===== config.mk =====
export PLATFORM = sky130hd
export DESIGN_NAME = mtg_seed
export DESIGN_NICKNAME = d
export VERILOG_FILES = /design/src/sv/mtg_pkg.sv /design/src/sv/mtg_seed.sv
export SDC_FILE = /design/constraint.sdc
export NUM_CORES = 1
export LEC_CHECK = 0
export BUFFER_PORTS_ARGS = -buffer_cell sky130_fd_sc_hd__buf_2
export CAP_MARGIN = 30
export CELL_PAD_IN_SITES_DETAIL_PLACEMENT = 1
export CELL_PAD_IN_SITES_GLOBAL_PLACEMENT = 1
export CORE_ASPECT_RATIO = 1.75
export CORE_MARGIN = 2
export CORE_UTILIZATION = 56
export CTS_BUF_LIST = sky130_fd_sc_hd__clkbuf_8
export CTS_CLUSTER_SIZE = 10
export DETAILED_ROUTE_END_ITERATION = 16
export MAX_ROUTING_LAYER = met4
export PLACE_DENSITY_LB_ADDON = 0.1
export SLEW_MARGIN = 5
export SYNTH_ARGS = -nofsm -noshare
export SYNTH_HDL_FRONTEND = slang
export SYNTH_SLANG_ARGS = --single-unit

===== constraint.sdc =====
create_clock -name clock -period 12.43 [get_ports clock]
set_input_delay 2.486 -clock clock [delete_from_list [all_inputs] [get_ports clock]]
set_output_delay 2.486 -clock clock [all_outputs]
set_load 0.005 [all_outputs]

===== src/sv/mtg_pkg.sv =====
package mtg_pkg;

   localparam int unsigned STATE_WORDS_DEFAULT  = 624;
   localparam int unsigned SHIFT_OFFSET_DEFAULT = 397;

   localparam logic [31:0] TWIST_MATRIX = 32'h9908_b0df;
   localparam logic [31:0] HIGH_BIT     = 32'h8000_0000;
   localparam logic [31:0] LOW_BITS     = 32'h7fff_ffff;
   localparam logic [31:0] TEMPER_B     = 32'h9d2c_5680;
   localparam logic [31:0] TEMPER_C     = 32'hefc6_0000;
   localparam logic [31:0] SEED_MULT    = 32'd69069;
   localparam logic [31:0] MIX_START    = 32'd373737;
   localparam logic [31:0] MIX_MULT     = 32'd5531;
   localparam logic [31:0] MIX_ADD      = 32'd81547;

   // request kinds carried on req_tuser
   localparam logic OP_DRAW   = 1'b0;
   localparam logic OP_RESEED = 1'b1;

   // seeder to top: fill in progress and the word to shift in
   typedef struct packed {
      logic        busy;
      logic [31:0] fill_word;
   } seed_status_type;

   function automatic logic [31:0] twist_word(input logic [31:0] cur,
                                              input logic [31:0] nxt,
                                              input logic [31:0] far);
      logic [31:0] y;
      logic [31:0] v;
      y = (cur & HIGH_BIT) | (nxt & LOW_BITS);
      v = far ^ (y >> 1);
      if (y[0]) begin
         v = v ^ TWIST_MATRIX;
      end
      return v;
   endfunction

   function automatic logic [31:0] temper_word(input logic [31:0] w);
      logic [31:0] y;
      y = w ^ (w >> 11);
      y = y ^ ((y << 7) & TEMPER_B);
      y = y ^ ((y << 15) & TEMPER_C);
      y = y ^ (y >> 18);
      return y;
   endfunction

endpackage


===== src/sv/mtg_seed.sv =====
module mtg_seed #(
   parameter int unsigned STATE_WORDS = mtg_pkg::STATE_WORDS_DEFAULT
) (
   input  logic                     clock,
   input  logic                     reset,
   input  logic                     start,
   input  logic [31:0]              seed,
   output mtg_pkg::seed_status_type status
);

   localparam int unsigned CountWidth = $clog2(STATE_WORDS);

   logic                  busy_ff;
   logic [CountWidth-1:0] count_ff;
   logic [31:0]           mult_ff;
   logic [31:0]           mult_in;
   logic [31:0]           mix_ff;
   logic [31:0]           mix_sum;
   logic [31:0]           mix_in;

   // product chain seed * 69069^k, and the mixing sequence
   assign mult_in = mult_ff * mtg_pkg::SEED_MULT;
   assign mix_sum = mix_ff * mtg_pkg::MIX_MULT + mtg_pkg::MIX_ADD;
   assign mix_in  = mix_sum ^ (mix_sum >> 9) ^ (mix_sum << 19);

   always_ff @(posedge clock) begin
      if (reset) begin
         busy_ff  <= 1'b0;
         count_ff <= '0;
      end else if (start) begin
         busy_ff  <= 1'b1;
         count_ff <= CountWidth'(1);
      end else if (busy_ff) begin
         count_ff <= count_ff + CountWidth'(1);
         if (count_ff == CountWidth'(STATE_WORDS - 1)) begin
            busy_ff <= 1'b0;
         end
      end
   end

   always_ff @(posedge clock) begin
      if (start) begin
         mult_ff <= seed;
         mix_ff  <= mtg_pkg::MIX_START;
      end else if (busy_ff) begin
         mult_ff <= mult_in;
         mix_ff  <= mix_in;
      end
   end

   assign status.busy      = busy_ff;
   assign status.fill_word = mult_in ^ mix_ff;

endmodule


# Yosys cells after proc, flatten, opt, wreduce, memory -nomap -nowiden
# Cells that the tools add are included.
totals:
  ram_bits: 0
  romBits: 0
  latchBits: 0
  reg_bits: 75
  input_bits: 35
  n_memories: 0
  out_inout_bits: 33
  word_cells: 22
classes:
  n_eq_ne: 1
  shift: 0
  multipliers: 2
  n_div: 0
  bitwise_logic: 3
  add_sub_neg: 2
  n_lt_le_gt_ge: 0
  n_mux: 7
  reduce_logical: 2
ops:
  columns: ["cell", "count"]
  rows:
  - ["two-way mux 32 bit", 2]
  - ["bitwise XOR 32 bit", 2]
  - ["adder 32 x 17 -> 32 bit, second input constant", 1]
  - ["multiplier 32 x 13 -> 32 bit, second input constant", 1]
  - ["multiplier 32 x 17 -> 32 bit, second input constant", 1]
  - ["bitwise XOR 32 x 23 -> 32 bit", 1]
  - ["adder 10 x 1 -> 10 bit, second input constant", 1]
  - ["== test 10 bit, second input constant", 1]
  - ["two-way mux 1 bit", 5]
  - ["nonzero test 2 bit", 1]
  - ["OR reduction 2 bit", 1]

# Logic depth before layout (Yosys ltp)
logic_depth:
  depth_word: 4
  ltp_mapped: 23
  ltp_nobuf: 23

# Worst setup path before layout
# Ideal clock, no wire load.
synth_timing:
  path_type: "register -> output"
  start: "register mult_ff[5]"
  end: "output status[23] in the netlist's numbering"
  slack_ns: 4.751
  n_path_buf: 0
  arrival_ns: 5.193
  path_stages_with_launch: 20
  cell_sequence: "edfxtp_1 -> ha_1 -> fa_1 -> inv_1 -> fa_1 -> fa_1 -> inv_1 -> fa_1 -> inv_1 -> fa_1 -> inv_1 -> ha_1 -> a21o_1 -> a41oi_1 -> o21ai_1 -> a21oi_1 -> o21ai_0 -> a21oi_1 -> xor2_1 -> xnor2_1"
synth_lines:
  columns: ["element", "line", "source"]
  rows:
  - ["from (decl)", "mtg_seed.sv:15", "logic [31:0] mult_ff;"]
  - ["from (signal assigned)", "mtg_seed.sv:46", "mult_ff <= mult_in;"]
  - ["to (decl)", "mtg_seed.sv:8", "output mtg_pkg::seed_status_type status"]

==> flow_summary.toml <==
[outcome]
status = "completed"

[grt]
grt_first_pass_wirelength_um = 76100
gr-total-overflow = 0
grt_usage_pct = 34.0
grt_start_max_net_pins = 66
grt_pass1_vias = 13800
antenna_found_initial = 0

[min_path]
hold_depth = 2
min_path_type = "reg -> reg"
hp-start = "count_ff[9]"
hold_end = "count_ff[9]"

[clock_network]
clock-sinks = 75
clkTransAtPathRegs_ns = 0.10
clock_path_buffers = 2
cts-buffers-inserted = 9
cts_max_level = 3
root_buffer = "clkbuf_8"
ctsHoldBuffers = 0
tritoncts = "yes"
clock_latency_ns = 0.45
post_cts_resized = 0
cts_setup_buffers = 0

[synthesis]
netlist_area_um2 = 16900
synthTopCellsByArea = "fa_1 33%, ha_1 23%, inv_1 9.8%"
ys_seq_area_share_pct = 10.8
ys.flop_type = "dfxtp_1"
synth-edff-count = 32
postSynth.asyncResetShare_pct = 0
synth_top_area_share_pct = 32.8
synthDistinctLibCells = 58
synth.most_common_cell = "inv_1"
syn-num-nets = 2318
synth_seq_cells = 75
synth_area_per_cell_um2 = 10.0
yosysWarningCount = 0
yosys.area.top_type = "fa_1"
synthCells = 1691
synth_common_cells = "443 x inv_1, 315 x ha_1, 277 x fa_1, 118 x xnor2_1, 65 x nor2_1"

[job]
cap_violations = 0

[timing]
timing.final.crit_share_pct = 72.8
tns_ns = 0
rsz0062_at_grt = "false"
fin_skew_ns = 0.0243
worst_pin_slew_ns = 0.967
slew_violations = 0
setup_viol = 0
hold_violations = 0
max_freq_mhz = 111
maxSlewHeadroom_pct = 35.3
fin_crit_ns = 9.04

[setup_path]
path_cells = "ha_1, fa_1, inv_1, fa_1, fa_1, inv_1, fa_1, inv_1, fa_1, inv_1, ha_1, a21o_1, a41oi_1, o21ai_1, a21oi_1, o21ai_0, a21oi_1, xor2_1, xnor2_1, buf_2"
crit_required_ns = 9.94
reg2regPathDepth = 20
arrival_ns = 6.56
crit_start = "mult_ff[5]"
startpoint_type = "flip-flop"
cpPeakStageDelay_ns = 0.55
path_common_cell = "fa_1"
worst-setup-path-type = "reg -> out"
r2r-end = "mix_ff[22]"
r2r-start = "mix_ff[7]"
ff2ff_setup_slack_ns = 5.84
crit_slowest_cell = "fa_1"
crit_path_end_kind = "output port"
worst-path-max-fanout = 7

[placed_design]
port-buffer-count = 67
dp_hpwl_um = 43800
gp_congestion = 0.975

[floorplan]
dieArea_um2 = 31700
rows = 84
die_w_um = 135
die_y_um = 234
initial_core_util_pct = 56.7
coreArea_um2 = 29800
ios = 68

[cells_and_area]
nets = 2374
syn_to_final_growth_pct = 5.60
drive_gt1_share_pct = 6.68
antenna_cells = 0

[routing]
vias_per_cell = 5.48
wl_um = 49200
ant_nets = 0
wire_per_inst_um = 23.0
num_vias = 11700
drc = 0
dr.pass1.iters = 4
drt-initial-drc-count = 317
-- routing by layer --
metal	track usage, %	share of wire (%)	up-vias	wire, µm
met5	-	0	-	0
met4	18.8	6.7	0	3300
met1	32.4	34	5959	16500
met3	3.65	1.9	140	946
li1	-	-	5408	-
met2	65.3	58	218	28400
-- placed cells by master (no fill, tap or decap), drive strengths merged, types with 5 or more instances in the layout --
master | synthesis | final
mux2 | 7 | 7
nand3 | 14 | 14
a21oi | 46 | 46
nand2b | 9 | 9
nor3 | 12 | 12
a21o | 25 | 25
xnor2 | 120 | 120
nor2 | 65 | 65
nand4 | 10 | 10
o21ai | 42 | 42
edfxtp | 32 | 32
o21a | 7 | 7
and3 | 5 | 5
ha | 315 | 315
and2 | 6 | 6
xor2 | 53 | 53
or2 | 13 | 13
nand2 | 43 | 43
o31ai | 5 | 5
clkbuf | 21 | 9
xnor3 | 5 | 5
nor2b | 8 | 8
inv | 443 | 447
dfxtp | 43 | 43
mux2i | 7 | 7
buf | 3 | 69
fa | 277 | 277
a211oi | 18 | 18
-- how the worst max path moves through the flow --
stage	cells past startpoint	slack [ns]	end
after floorplan	19	4.75	status[23]
after global placement	20	3.99	status[23]
after detailed placement	20	3.89	status[23]
after CTS	20	3.38	status[23]
after global routing	20	3.13	status[23]
final	20	3.39	status[23]
-- cells by family after synthesis --
group           synth area share (%)
simple gates                    5.35
flops                           10.8
fa+ha+maj                       56.1
buf+inv                         10.4
mux                            0.880
compound gates                  6.83
xor+xnor                        9.71
-- stage by stage --
stage               instances  util (%)  instance area, µm²  hold WS [ns]  setup WS (ns)
CTS                      2139      59.9               17900         0.535           3.38
global route             2139      59.9               17900         0.572           3.13
floorplan                1691         -               16900         0.479           4.75
finish                   2139      59.9               17900         0.529           3.39
global placement         2123      59.2               17700         0.499           3.99
detailed placement       2123      59.2               17700         0.509           3.89
-- final cells by class --
class | count | area (µm²)
Fill cell | 3417 | 12000
Timing Repair Buffer | 69 | 350
Clock buffer | 9 | 124
Tap cell | 387 | 484
Inverter | 443 | 1660
Multi-Input combinational cell | 1149 | 13300
Clock inverter | 7 | 81.3
Sequential cell | 75 | 1820
-- registers in the layout (all words and copies together), names as in the netlist --
| register | flops |
|---|---|
| mix_ff | 32 |
| mult_ff | 32 |
| count_ff | 10 |
| busy_ff | 1 |
-- worst max-delay path, delay by kind of cell (launching register included) --
kind,cells,cell delay [ns]
XOR/XNOR,2,0.58
adder cells (fa/ha/maj),7,3.25
AO/OA/AOI/OAI,6,1.42
flip-flops,1,0.54
buffers and inverters,5,0.34
Power is not shown: default switching activity piles up to over one toggle a cycle in this logic, so the estimate is an artifact.
