## config.mk

```make
export PLATFORM = sky130hd
export DESIGN_NAME = mtg_cell
export DESIGN_NICKNAME = d
export VERILOG_FILES = /design/src/sv/mtg_cell.sv
export SDC_FILE = /design/constraint.sdc
export NUM_CORES = 1
export LEC_CHECK = 0
export ABC_AREA = 0
export BUFFER_PORTS_ARGS = -buffer_cell sky130_fd_sc_hd__buf_2
export CORE_MARGIN = 1
export CORE_UTILIZATION = 42
export DETAILED_ROUTE_END_ITERATION = 12
export GPL_TIMING_DRIVEN = 0
export MAX_ROUTING_LAYER = met4
export PLACE_DENSITY = 0.81
export SETUP_SLACK_MARGIN = 0.5
export SLEW_MARGIN = 5
export SYNTH_ARGS = -nofsm -noshare
export SYNTH_HDL_FRONTEND = slang
export SYNTH_SLANG_ARGS = --single-unit
```

## constraint.sdc

```tcl
create_clock -name clock -period 0.8 [get_ports clock]
set_input_delay 0.16 -clock clock [delete_from_list [all_inputs] [get_ports clock]]
set_output_delay 0.16 -clock clock [all_outputs]
set_load 0.02 [all_outputs]
```

## src/sv/mtg_cell.sv

```systemverilog
module mtg_cell (
   input  logic        clock,
   input  logic        shift,
   input  logic [31:0] word_in,
   output logic [31:0] word_out
);

   logic [31:0] word_ff;

   always_ff @(posedge clock) begin
      if (shift) begin
         word_ff <= word_in;
      end
   end

   assign word_out = word_ff;

endmodule

```

== Word-level counts from Yosys, hierarchy flattened ==
Index checks and enable logic that the tools add are counted.

* Register bits after elaboration: 32
* Latch bits: 0
* Bits in writable memories: 0
* ROM bits: 0
* Bits of input ports: 34
* Output and inout port bits: 32
* Word-level logic and storage cells: 1
* Memories: 0

* Add/sub/neg operators: 0
* Multiply operators: 0
* Div/mod/pow operators: 0
* $lt $le $gt $ge: 0
* Equal/unequal tests: 0
* Shift-type cells: 0
* Muxes and demuxes: 0
* Bitwise gates (word level): 0
* Reductions and logical operators: 0

== Logic depth before layout (Yosys ltp) ==
Gate-level depths: netlist of run 1.

* Depth in word-level cells: 0
* Depth in mapped cells: 0
* Mapped depth without buffers: 0

== Worst setup path after synthesis of run 1 ==
No wires, ideal clock.

* Kind: register -> output
* From: register word_ff[0], in the netlist word_out[0]
* To: output port word_out[0]
* Arrival time: 0.449 ns
* Path slack: 0.191 ns
* Stages on the path, launching flop included: 1
* Cell sequence: edfxtp_1

{| class="wikitable"
|+ RTL lines
! what !! RTL line !! RTL
|-
| from (decl) || 8 || <nowiki>logic [31:0] word_ff;</nowiki>
|-
| from (signal assigned) || 12 || <nowiki>word_ff <= word_in;</nowiki>
|-
| to (decl) || 5 || <nowiki>output logic [31:0] word_out</nowiki>
|}

No word-level cell between the ends.

== Final worst setup path of run 1 ==
* From: register word_ff[12], in the netlist word_out[12]
* To: output port word_out[12]

No word-level cell between the ends.

==> results by group, run 1 <==
Run status
  • Status: finished with violations
  • Violated checks: setup timing

Synth
  • Top cells by count, synth: 32 x edfxtp_1
  • Synthesized Nets: 66
  • Top-count cell post-synth: edfxtp_1
  • Gate Count Post-Synth: 32
  • Synth Cell Area: 961 um^2
  • Post-synth top area cell: edfxtp_1
  • Netlist cell types: 1
  • Syn_area_per_cell: 30.0 um^2
  • Main synth FF type: edfxtp_1
  • Sequential area share after synthesis: 100%
  • FFs w/ async S/R, synth: 0%
  • FF+latch count, synth: 32
  • Synth top area share: 100%
  • Synth top area cells: edfxtp_1 100%
  • Synth warn: 0
  • EDFF count, synth: 32

Final layout
  • Share of cells above drive strength 1: 67.0%
  • FILL cells: 143
  • Largest register FFs: 32
  • Layout Area Growth over Synthesis: 62.6%
  • Number of multi-input logic gates: 0
  • Net total in the final layout: 139
  • Number of diodes: 0
  • Area of the multi-input gates: 0 um^2

STA
  • Worst slew margin: 93.1%
  • Unrepaired setup endpoints after global routing: true
  • Worst slew pin tran: 0.104 ns
  • Final setup fails: 32
  • Hold Vio Cnt, Final: 0
  • Minimum clock period after layout: 1.05 ns
  • Achievable Freq: 955 MHz
  • Max-slew violations: 0
  • Period Utilization, post-route: 131%
  • Setup TNS: -6.24 ns
  • Post-route setup slack: -0.247 ns
  • Hold Worst Slack: 0.0153 ns

Floorplan
  • Die height: 49.8 um
  • Core Area: 0.00206 mm^2
  • Width of the die: 49.8 um
  • IO Pins: 66
  • DIE AREA: 0.00248 mm^2
  • Rows: 16
  • Starting Density: 46.6%

Routing
  • DRC Markers: 0
  • Routed wire length: 1730 um
  • Wire length per cell: 13.0 um
  • Drt first-iter violations: 3
  • DR pass1 iterations: 3
  • Via-per-instance ratio: 4.33
  • Routed Antenna Nets: 0
  • Vias: 576

Global route
  • Antenna violations before repair: 0
  • Largest net degree at the start of global routing: 17
  • First-pass GRT wire length: 2390 um
  • Vias in the first global route: 529
  • GRT overflow: 0
  • Global Route Usage Sum: 15.3%

Min path
  • Hold-critical path depth: 1
  • Hold Crit Endpoint: word_out[8]
  • Min-delay src: word_in[8]
  • Class of the worst hold path: input port to flip-flop

Critical path
  • Setup crit start kind: flip-flop
  • Top delay family on crit path: flip-flops
  • Critical path class: flip-flop to output pin
  • Slowest library cell on the worst path: edfxtp_1
  • Crit path arrival time: 0.89 ns
  • Crit-path cells: buf_6
  • CP max stage delay: 0.42 ns
  • Critical Path End Type: output pin
  • Crit Path Max Fanout: 1
  • CP bufs+invs: 1
  • CP Data Required Time: 0.64 ns

Clock tree
  • Longest Clk Path Bufs: 2
  • Root cell of the clock tree: clkbuf_4
  • Post-CTS setup buffers: 0
  • CTS tree: done
  • Post-CTS Hold Buffers: 0
  • CTS HTree Levels: 2
  • CTS sink cnt: 32
  • Clk slew on worst S/H paths: 0.10 ns
  • CTS Buf Count: 5

Placed design
  • Final GP Congestion: 0.588
  • Port buffer count: 65

Power and ir drop
  • Overall power: 0.00336 W
  • Worst VDD drop: 1590 uV
  • Leak: 0.666 nW
  • P per Cell Area: 2150 mW/mm^2

Run
  • Max-Cap Viols: 0
placed cells by master, fill, tap and decap left out, drive strengths merged:
cell / n
clkinv: 1
clkbuf: 7
edfxtp: 32
buf: 66
metrics by stage:
stage	cell area, um^2	util [%]	worst slack (ns)	std cells
floorplan	961	-	0.191	32
global placement	1320	64.0	-0.253	124
detailed placement	1320	64.0	-0.275	124
CTS	1440	70.0	-0.248	133
global route	1560	75.8	-0.291	133
finish	1560	75.8	-0.247	133
final cells by class:
cell class	count	area (um^2)	share of cell area, %
timing repair buffer	66	519	33.2
tap	27	33.8	2.16
sequential	32	961	61.5
clock buffer	7	45.0	2.88
clock inverter	1	3.75	0.240
report_power, final:
part	internal [W]	switching (W)	total [W]	leakage (nW)
Combinational	0.000269	0.000256	0.000526	0.326
Clock	0.000337	0.000453	0.000791	0.0269
Sequential	0.00199	0.0000497	0.00204	0.313
Total	0.00260	0.000759	0.00336	0.666
per-layer routing:
layer	vias to the layer above	global-route usage, %	part of all wire (%)	wire (um)
li1	277	-	-	-
met1	258	14.5	35	597
met2	37	23.9	55	945
met3	4	6.48	8.9	153
met4	0	12.4	1.9	32
met5	-	-	0	0
kinds of logic (layout without fill, tap and decap cells):
kind of cell | count (synthesis) | in the layout | synth area share [%]
flops | 32 | 32 | 100
buf+inv | 0 | 74 | 0
how the worst max path moves through the flow:
stage,start,to,slack (ns),cells past startpoint
after floorplan,word_out[0],word_out[0],0.19,0
after global placement,shift,word_out[21],-0.25,1
after detailed placement,shift,word_out[27],-0.28,1
after CTS,word_out[25],word_out[25],-0.25,1
after global routing,word_out[12],word_out[12],-0.29,1
final,word_out[12],word_out[12],-0.25,1
what timing repair did:
| item | in CTS | in global routing |
|---|---|---|
| gates resized for setup | 14 | 38 |
| setup endpoints to repair | 64 | 32 |
| pin swaps | 0 | 0 |
| gates cloned | 1 | 0 |
| endpoints found under the hold margin | 0 | 9 |
Note: power is estimated with default switching activity, not from simulation.
==> run 2: changes to the inputs <==
- PLACE_DENSITY: 0.81 -> 0.89
==> results by group, run 2 (synthesis gave the netlist of run 1 again) <==
Final layout
  • Share of cells above drive strength 1: 67.6%
  • Commonest non-fill, non-tap cells in the layout: 45 x buf_2, 32 x edfxtp_1, 19 x buf_6, 5 x clkbuf_4
  • Net total in the final layout: 139
  • Largest register FFs: 32
  • FILL cells: 135
  • Area of the multi-input gates: 0 um^2
  • Number of multi-input logic gates: 0
  • Most common cell after layout, fill and taps aside: buf_2
  • Number of diodes: 0
  • Layout Area Growth over Synthesis: 59.6%

Critical path
  • CP Data Required Time: 0.64 ns
  • Crit-path cells: buf_6
  • Slowest library cell on the worst path: edfxtp_1
  • WP depth: 1
  • Top delay family on crit path: flip-flops
  • CP max stage delay: 0.40 ns
  • Critical Path End Type: output pin
  • Critical path class: flip-flop to output pin
  • Crit Path Max Fanout: 1
  • Setup crit start kind: flip-flop
  • CP bufs+invs: 1
  • Crit path arrival time: 0.86 ns

Min path
  • Class of the worst hold path: input port to flip-flop
  • Min-delay src: word_in[2]
  • Hold-critical path depth: 1
  • Hold Crit Endpoint: word_out[2]

Clock tree
  • CTS sink cnt: 32
  • CTS HTree Levels: 2
  • CTS Buf Count: 5
  • Longest Clk Path Bufs: 2
  • Root cell of the clock tree: clkbuf_4
  • Clk slew on worst S/H paths: 0.09 ns
  • CTS tree: done
  • Post-CTS Hold Buffers: 0

STA
  • Max-slew violations: 0
  • Period Utilization, post-route: 127%
  • Final setup fails: 32
  • Post-route setup slack: -0.219 ns
  • Achievable Freq: 981 MHz
  • Worst slew margin: 92.1%
  • Hold Vio Cnt, Final: 0
  • Minimum clock period after layout: 1.02 ns
  • Worst slew pin tran: 0.119 ns
  • Setup TNS: -6.38 ns
  • Unrepaired setup endpoints after global routing: true

Routing
  • Wire length per cell: 13.5 um
  • Vias: 575
  • DRC Markers: 0
  • Routed Antenna Nets: 0
  • Via-per-instance ratio: 4.36
  • Routed wire length: 1780 um
  • DR pass1 iterations: 4
  • Drt first-iter violations: 6

Placed design
  • Port buffer count: 65
  • Final GP Congestion: 0.642

Power and ir drop
  • Total net switching power: 0.000768 W
  • P per Cell Area: 2160 mW/mm^2
  • Sw Share: 23.2%
  • Worst VDD drop: 1390 uV
  • Combinational Power Share: 15.4%
  • Leak: 0.657 nW
  • Power share of the clock group: 23.2%
  • Overall power: 0.00332 W
  • Flop pwr share: 61.4%
  • P_int: 0.00255 W

Floorplan
  • Width of the die: 49.8 um
  • Core Area: 0.00206 mm^2
  • IO Pins: 66
  • Rows: 16
  • Starting Density: 46.6%
  • DIE AREA: 0.00248 mm^2
  • Die height: 49.8 um

Run
  • Max-Cap Viols: 0

Global route
  • Global Route Usage Sum: 16.9%
  • GRT overflow: 0
  • Vias in the first global route: 602
  • Largest net degree at the start of global routing: 17
  • First-pass GRT wire length: 2640 um
  • Antenna violations before repair: 0

Run status
  • Violated checks: setup timing
  • Status: finished with violations
-- run 2: power groups by stage --
stage	Combinational [W]	Sequential, W	Clock, W
6_report	0.000510	0.00204	0.000771
5_1_grt	0.000532	0.00205	0.000878
4_1_cts	0.000456	0.00202	0.000805
3_5_place_dp	0.000400	0.00206	0
3_3_place_gp	0.000392	0.00205	0
2_1_floorplan	0	0.00224	0
-- run 2: worst max-delay path by stage --
stage	from	endpoint	slack (ns)
2_1_floorplan	word_out[0]	word_out[0]	0.19
3_3_place_gp	shift	word_out[17]	-0.25
3_5_place_dp	shift	word_out[26]	-0.29
4_1_cts	word_out[8]	word_out[8]	-0.24
5_1_grt	word_out[9]	word_out[9]	-0.27
6_report	word_out[11]	word_out[11]	-0.22
-- run 2: repair_timing --
| item | CTS | global route |
|---|---|---|
| gates resized for setup | 18 | 26 |
| setup buffers | 0 | 0 |
| setup endpoints to repair | 64 | 32 |
| endpoints found under the hold margin | 0 | 24 |
| cloned | 1 | 0 |
| pin swaps | 0 | 0 |
-- run 2: per-layer routing --
metal / wire [um] / up-vias / GRT usage, %
met1: 584 / 272 / 15.5
met5: 0 / - / -
li1: - / 277 / -
met2: 1090 / 24 / 27.9
met4: 18 / 0 / 9.52
met3: 88 / 2 / 8.33
-- run 2: per-stage QoR --
stage / util [%] / instance area (um^2) / hold slack, ns / std cells / worst slack (ns)
floorplan: - / 961 / 0.259 / 32 / 0.191
global placement: 64.0 / 1320 / 0.337 / 124 / -0.246
detailed placement: 64.0 / 1320 / 0.338 / 124 / -0.286
CTS: 70.4 / 1450 / 0.00225 / 132 / -0.239
global route: 74.4 / 1530 / -0.0149 / 132 / -0.272
finish: 74.4 / 1530 / 0.0151 / 132 / -0.219
-- run 2: cell type report --
| cell class | instances | area, um^2 | area share (%) |
|---|---|---|---|
| clock buffer | 5 | 37.5 | 2.45 |
| clock inverter | 2 | 7.51 | 0.489 |
| sequential | 32 | 961 | 62.6 |
| tap | 27 | 33.8 | 2.20 |
| timing repair buffer | 66 | 494 | 32.2 |
